==> config.mk <==
export PLATFORM = sky130hd
export DESIGN_NAME = huf_match
export DESIGN_NICKNAME = d
export VERILOG_FILES = /design/src/rtl/core/huf_pkg.sv /design/src/rtl/core/huf_match.sv
export SDC_FILE = /design/constraint.sdc
export NUM_CORES = 1
export LEC_CHECK = 0
export ABC_CLOCK_PERIOD_IN_PS = 21700
export CAP_MARGIN = 40
export CORE_MARGIN = 3
export CORE_UTILIZATION = 40
export DETAILED_ROUTE_END_ITERATION = 8
export DONT_BUFFER_PORTS = 1
export PLACE_DENSITY = 0.59
export SETUP_SLACK_MARGIN = 0.1
export SLEW_MARGIN = 10
export SYNTH_ARGS = -nofsm -noshare
export SYNTH_HDL_FRONTEND = slang
export SYNTH_SLANG_ARGS = --single-unit
==> constraint.sdc <==
create_clock -name vclk -period 21.7
set_input_delay 6.51 -clock vclk [all_inputs]
set_output_delay 6.51 -clock vclk [all_outputs]
set_load 0.01 [all_outputs]
==> src/rtl/core/huf_pkg.sv <==
// Shared types and codes for the Huffman bit decoder.
// No dependencies; used by huf_match and huffman_bit_decoder_unit.
package huf_pkg;

    localparam logic FUNC_LOAD   = 1'b0;
    localparam logic FUNC_DECODE = 1'b1;

    localparam logic [1:0] ERR_NONE     = 2'd0;
    localparam logic [1:0] ERR_LEFTOVER = 2'd1;
    localparam logic [1:0] ERR_TOO_LONG = 2'd2;

    // One code-table entry as held in the table RAM
    typedef struct packed {
        logic [7:0]  symbol;
        logic [31:0] code;
        logic [5:0]  length;
    } entry_t;

    typedef enum logic [2:0] {
        ST_IDLE,
        ST_SHIFT,
        ST_SCAN,
        ST_FINISH,
        ST_FLUSH
    } state_t;

endpackage

==> src/rtl/core/huf_match.sv <==
// Shared compare unit: checks one table entry against the accumulated code.
// Depends on huf_pkg (entry_t).
module huf_match #(
    parameter int MAX_CODE_BITS = 32
) (
    input  huf_pkg::entry_t                    entry,
    input  logic                               entry_valid,
    input  logic [MAX_CODE_BITS-1:0]           pend_bits,
    input  logic [$clog2(MAX_CODE_BITS+1)-1:0] pend_len,
    output logic                               hit
);

    logic [63:0] mask;
    logic [63:0] code_ext;
    logic [63:0] pend_ext;
    logic        len_ok;

    always_comb
    begin
        mask     = (64'd1 << entry.length) - 64'd1;
        code_ext = 64'(entry.code) & mask;
        // pending bits above the current length are always zero
        pend_ext = 64'(pend_bits);
        len_ok   = (entry.length != 6'd0)
                && (8'(entry.length) <= 8'(MAX_CODE_BITS))
                && (8'(entry.length) == 8'(pend_len));
        hit      = entry_valid && len_ok && (pend_ext == code_ext);
    end

endmodule

# Yosys cells after proc, flatten, opt, wreduce, memory -nomap -nowiden
# Index checks and enable logic that the tools add are counted.
# word_totals
memories	0
elab_cells	11
out_inout_bits	1
input_bits	85
latchBits	0
ram_bits	0
romBits	0
reg_bits	0
# classes
div	0
mux	0
n_eq_ne	2
n_mul	0
magnitude_cmp	1
n_addsub	1
n_shift	1
n_reduce_logical	5
n_bitwise	1
# op_table
op	n
AND 32 x 64 -> 64 bit	1
equality test 32 x 64 -> 1 bit	1
<< shifter 1 x 6 -> 64 bit, first input constant	1
subtractor 64 x 1 -> 64 bit, second input constant	1
equality test 6 bit	1
<= comparator 6 bit, second input constant	1
nonzero test 6 bit	1
logical AND 1 bit	4

# Logic depth before layout (Yosys ltp)
# Gate-level depths: netlist of the first run.
# depth
ltp_word	5
ltp_mapped	14
mapped_depth_nobuf	11

# Least setup slack after synthesis of the first run
# OpenSTA, ideal clock, no wires.
# synth_timing
kind	input -> output
start	input port entry[2] (netlist name)
end	output port hit
stages	13
setup_slack_ns	5.304
t_required_ns	15.190
path_buffers	2
arrival_ns	9.886
cell_sequence	clkbuf_1 -> clkbuf_1 -> inv_1 -> nand2_1 -> or3_1 -> ha_1 -> or4_4 -> or3_1 -> o31ai_2 -> mux2i_1 -> or4_1 -> or4_1 -> and4bb_1
# synth_via
elab_chain_len	5
elab_cells_between_ends	11
classes_between	add/sub (1); order compare (1); eq/ne (2); shift (1); bitwise (1); reduce/logical (5)
# synth_lines
item	line	rtl
start: declaration	huf_match.sv:6	input huf_pkg::entry_t entry,
<< shifter 1 x 6 -> 64 bit, or another cell as far along	huf_match.sv:20	mask = (64'd1 << entry.length) - 64'd1;
subtractor 64 x 1 -> 64 bit or logical AND 1 bit (tied branches)	huf_match.sv:20, huf_match.sv:25	
AND 32 x 64 -> 64 bit or logical AND 1 bit (tied branches)	huf_match.sv:21, huf_match.sv:26	
equality test 32 x 64 -> 1 bit or logical AND 1 bit (tied branches)	huf_match.sv:27	hit = entry_valid && len_ok && (pend_ext == code_ext);
logical AND 1 bit *	huf_match.sv:27	
end: declaration	huf_match.sv:10	output logic hit
# Every way passes the cells marked *; elsewhere a longest branch is shown, timed or not.

# Worst setup path in the final report of the first run
# layout_timing
start	input port entry[3] (netlist name)
end	output port hit
# The elaborated chain is that of the path after synthesis.

==> results of run 1 <==
-- cell families after synthesis --
group | count (synthesis)
simple gates | 112
compound gates | 72
xor+xnor | 20
mux | 10
buf+inv | 31
fa+ha+maj | 1
-- through the flow --
step | hold WS (ns) | instance area (um^2) | instances | total power, mW | util (%)
after floorplan | 13.36 | 1551 | 246 | 0.02099 | -
after global placement | 13.36 | 1538 | 277 | 0.02201 | 41.69
after detailed placement | 13.37 | 1538 | 277 | 0.02213 | 41.69
after CTS | 13.37 | 1538 | 277 | 0.02226 | 41.69
after global routing | 13.40 | 1538 | 277 | 0.02476 | 41.69
final | 13.37 | 1538 | 277 | 0.02234 | 41.69
-- worst max path at each step --
stage                     slack [ns]   to      from
after floorplan                 5.30  hit  entry[2]
after global placement          4.94  hit  entry[3]
after detailed placement        4.94  hit  entry[3]
after CTS                       4.94  hit  entry[3]
after global routing            4.77  hit  entry[3]
final                           4.92  hit  entry[3]
-- layout make-up --
type                            count  share of cell area, %
Multi-Input combinational cell    215                  92.68
Inverter                           14                  3.417
Tap cell                           48                  3.906
-- critical path: cells and delay by family --
kind / cells / cell delay (ns)
AND/OR/NAND/NOR: 7 / 3.11
AO/OA/AOI/OAI: 1 / 0.08
multiplexers: 1 / 0.11
adder cells (fa/ha/maj): 1 / 0.46
-- metal layers --
metal,vias up,part of all wire [%]
met1,810,42
met5,-,0
li1,887,-
met4,0,0.61
met2,112,45
met3,6,13
-- synth_stat cells (7+ instances only) --
master / number / area share [%]
nand2_1: 26 / 6.3
o21ai_0: 16 / 5.2
inv_1: 14 / 3.4
clkbuf_1: 12 / 2.9
xnor2_1: 12 / 6.8
nor2_1: 11 / 2.7
nor3_1: 11 / 3.5
a21oi_1: 9 / 2.9
mux2i_1: 8 / 5.2
nand2b_1: 8 / 3.2
nand3_1: 8 / 2.6
nor2b_1: 8 / 3.2
or3_1: 8 / 3.2
xor2_1: 8 / 4.5
o22ai_1: 7 / 2.8
-- power groups by stage --
stage / clock, mW / combinational, mW / sequential (mW)
floorplan: 0 / 0.0210 / 0
global placement: 0 / 0.0220 / 0
detailed placement: 0 / 0.0221 / 0
CTS: 0 / 0.0223 / 0
global route: 0 / 0.0248 / 0
finish: 0 / 0.0223 / 0
==> run metrics, run 1 <==
max frequency=0.05959 GHz; final worst slack=4.919 ns; n_diodes=0; RSZ-0062 raised after global routing=no; vias in the first global route=1646; Slowest cell on crit path=or4_4; hold path endpoint=hit; global route total overflow=0; DR WL/cell=19.37 um; sequential cells=0; commonest non-fill, non-tap cell in the layout=nand2_1; GRT busiest layer=met2; commonest cells after routing, fill and taps aside=nand2_1 (26), o21ai_0 (16), inv_1 (14); Slew HR=45.39%; period utilization=77.33%; register area=0 um^2; die area=0.004662 mm^2; YS warnings=0; power share of the clock group=0%; Initial Util=42.06%; Worst EP arrival=10.27 ns; min Tclk post-route=16.78 ns; GR met2 Demand/Resource=36.10%; Comb pwr share=100.0%; Hold WC Path Type=in2out; Synth Instances=246; Core Area=0.003689 mm^2; Synth Area in XOR/XNOR=11.29%; Adder-Cell Fraction of Synth Area=0.8065%; GR Layer Usage met3=4.269%; P_leak=0.5485 nW; initial antenna violation count=0; Critical Path Most Common Cell=or3_1; antenna-violating nets left=0; sw frac=50.82%; final hold vios=0; Seq/Total Area, Yosys=0%; hold buffer count at cts=0; first drt pass iteration count=5; IO buf count=0; Die Span Y=68.28 um; average cell area after synthesis=6.307 um^2; layout cells sized above 1=3.930%; io pins=86; total track usage=22.27%; die extent in x=68.28 um; wire length of the first global-routing pass=8073 um; footprint of the multi-input gates=0.001425 mm^2; DR DRC count=0; Vias=1815; post-detail-place hpwl=4240 um; Pwr Density=14.53 mW/mm^2; peak supply drop=0.005526 mV; Post-Synth Simple-Gate Area=40.65%; Iter 0 DRT Violations=130; crit path launch type=primary input; compound-gate portion of the synthesized area=32.50%; Post-CTS Setup Inserts=0; cts repair resizes=0; Area Growth Syn to Fin=-0.8874%; multiplexer area fraction after synthesis=6.613%; Final GP Congestion=0.9189; max-slew violation count=0; WHS Path Cells=3; largest net degree at the start of global routing=27; CP Max Fanout=25; crit path capture type=output pin; met1 Use GR=31.59%; Vias/cell=6.552; hold path start=entry[2]; Rows=22; Synth Cell Area=0.001551 mm^2; Max-Cap Viols=0; syn nets=332; Post-Route WL=5366 um; Unique masters post-synth=60; Net Sw Power=0.01135 mW; worst path cell trace=or3_1, or3_1, ha_1, or4_4, or3_1, o31ai_2, mux2i_1, or4_1, or4_1, and4bb_1; Flop pwr share=0%; largest family of logic cells by synthesized area=simple AND/OR/NAND/NOR gates; Worst Tran Pin Value=0.8166 ns; outcome=complete, no violations; TNS Setup=0 ns; CP max stage delay=0.60 ns; # setup viols final=0; fin nets=317; Worst EP required=15.19 ns; Cell Int Power=0.01098 mW; CLK BUF=0; Fill cells=422; kind of critical path=in2out; Setup WS pre-CTS=4.943 ns
(Power assumes the default switching activity.)
==> run 2: changes to the inputs <==
ABC_AREA = 1   (was default)
ABC_CLOCK_PERIOD_IN_PS = 17600   (was 21700)
clock period = 17.6 ns   (was 21.7 ns; I/O delays follow)
==> run 2 against run 1 <==
Final cell count grew 59%. Worst hold slack lost 2.6 ns. Die area grew 19%. Via count grew 33%. Synthesized cell count grew 61%. Total power grew 68%. Area after synthesis grew 21%. Critical path depth grew 6. Sequential cell count is the same. Final area grew 22%. First-iteration DRC count grew 44%.
==> run metrics, run 2 <==
outcome=complete, no violations (unchanged); Critical path origin=entry[4] (was entry[3]); Post-Route WL=5974 um (was 5366 um); total track usage=21.27% (was 22.27%); peak supply drop=0.006227 mV (was 0.005526 mV); Final GP Congestion=0.9167 (was 0.9189); Util after Layout=42.12% (was 41.69%); average cell area after synthesis=4.724 um^2 (was 6.307 um^2); n_diodes=0 (unchanged); global route total overflow=0 (unchanged); cell with the most instances after synthesis=nand2_1 (unchanged); YS warnings=0 (unchanged); Die Span Y=74.48 um (was 68.28 um); syn nets=483 (was 332); Hold WC Path Type=in2out (unchanged); die area=0.005547 mm^2 (was 0.004662 mm^2); Post-CTS Setup Inserts=0 (unchanged); first drt pass iteration count=5 (unchanged); top cells by area, synth=nand2_1 (26%), nand3_1 (15%), nand4_1 (12%) (was xnor2_1 (6.8%), nand2_1 (6.3%), mux2i_1 (5.2%)); crit path launch type=primary input (unchanged); DR WL/cell=13.55 um (was 19.37 um); Pwr Density=20.04 mW/mm^2 (was 14.53 mW/mm^2); Worst EP arrival=7.59 ns (was 10.27 ns); Synth area leader=nand2_1 (was xnor2_1); crit path capture type=output pin (unchanged); Synth Cell Area=0.001876 mm^2 (was 0.001551 mm^2); Slew HR=44.84% (was 45.39%); post-detail-place hpwl=5252 um (was 4240 um); Vias=2419 (was 1815); Worst EP required=12.32 ns (was 15.19 ns); final hold vios=0 (unchanged); IO buf count=0 (unchanged); synth cell count leaders=nand2_1 (131), nor2_1 (56), nand3_1 (55) (was nand2_1 (26), o21ai_0 (16), inv_1 (14)); RSZ-0062 raised after global routing=no (unchanged); die extent in x=74.48 um (was 68.28 um); Core Area=0.004444 mm^2 (was 0.003689 mm^2); kind of critical path=in2out (unchanged); Hold WS=10.82 ns (was 13.37 ns); commonest non-fill, non-tap cell in the layout=nand2_1 (unchanged); commonest cells after routing, fill and taps aside=nand2_1 (131), nor2_1 (56), nand3_1 (55) (was nand2_1 (26), o21ai_0 (16), inv_1 (14)); io pins=86 (unchanged); CLK BUF=0 (unchanged); Rows=24 (was 22); CP Max Fanout=15 (was 25); Max-Cap Viols=0 (unchanged); sequential cells=0 (unchanged); # setup viols final=0 (unchanged); Unique masters post-synth=28 (was 60); Synth top area share=26.22% (was 6.774%); period utilization=73.15%; Seq/Total Area, Yosys=0% (unchanged); max-slew violation count=0 (unchanged); max frequency=0.07767 GHz; TNS Setup=0 ns (unchanged); largest net degree at the start of global routing=19 (was 27); DR DRC count=0 (unchanged); layout cells sized above 1=7.455% (was 3.930%); Worst Tran Pin Value=0.8243 ns (was 0.8166 ns); Initial Util=42.20% (was 42.06%); wire length of the first global-routing pass=9563 um (was 8073 um); crit path to=hit (unchanged); antenna-violating nets left=0 (unchanged); Area Growth Syn to Fin=-0.1999% (was -0.8874%); Vias/cell=5.485 (was 6.552); P_leak=1.194 nW (was 0.5485 nW); fin nets=477 (was 317); Iter 0 DRT Violations=187 (was 130); hold buffer count at cts=0 (unchanged); min Tclk post-route=12.87 ns; vias in the first global route=2184 (was 1646); Synth Instances=397 (was 246); register area=0 um^2 (unchanged); initial antenna violation count=0 (unchanged); cts repair resizes=0 (unchanged)
==> run 2: changes by cell type after synthesis, sizes merged, moves of 8 or more <==
cell	before	now
mux2i	8	0
nor2b	8	0
nand3	8	56
nor3	11	3
nand2	26	135
clkbuf	12	0
nand2b	8	0
nor2	11	68
nand4	2	35
inv	14	54
xnor2	12	1
or3	8	0
==> run 2: cell type report <==
cell class	instances	area, um^2
Tap cell	52	65.06
Multi-Input combinational cell	335	1604
Inverter	54	202.7
Fill cell	541	2572
==> run 2: worst min path at each step <==
| stage | start | depth (start not counted) | end | slack (ns) |
|---|---|---|---|---|
| finish | pend_bits[18] | 5 | hit | 10.82 |
| detailed placement | pend_bits[18] | 5 | hit | 10.82 |
| global route | pend_bits[28] | 3 | hit | 10.86 |
| CTS | pend_bits[18] | 5 | hit | 10.82 |
| floorplan | pend_bits[28] | 3 | hit | 10.73 |
| global placement | pend_bits[18] | 5 | hit | 10.81 |
==> run 2: metrics by stage <==
stage	cells	instance area, um^2	setup slack (ns)	total power [mW]
6_report	441	1872	4.725	0.03752
5_1_grt	441	1872	4.453	0.04328
4_1_cts	441	1872	4.684	0.03754
3_5_place_dp	441	1872	4.695	0.03736
3_3_place_gp	441	1872	4.680	0.03651
2_1_floorplan	397	1876	5.181	0.03324
==> run 2: kinds of logic (layout without fill, tap and decap cells) <==
kind of cell    Yosys count  in the layout  synth area share [%]
xor+xnor                  7              7                 3.269
compound gates           17             17                 5.538
simple gates            310            310                 76.05
buf+inv                  62             54                 14.48
fa+ha+maj                 1              1                0.6670
==> run 2: report_power, final <==
group / total (mW) / internal [mW] / switching [mW]
Clock: 0 / 0 / 0
Combinational: 0.0375 / 0.0140 / 0.0235
Sequential: 0 / 0 / 0
==> run 2: metal layers <==
layer  wire, um  global-route usage, %  vias to the layer above
met1       2495                  26.70                     1037
met4        122                  3.360                        0
met5          0                      0                        -
met2       2920                  40.00                       88
met3        436                  1.486                        8
li1           -                      -                     1286
==> run 2: worst max-delay path, cell delays in order <==
cell and delay (ns):
nor2_2 0.43, nand4_1 0.25, ha_1 0.34, inv_1 0.03, nand2_1 0.06, xor2_1 0.14, nand3_1 0.08, nor2_1 0.11
nand3_1 0.08, nor2_1 0.12, nand3_1 0.09, nor2_1 0.09, nand3_1 0.09, nor2_1 0.13, nand3_1 0.08, nor2_1 0.18
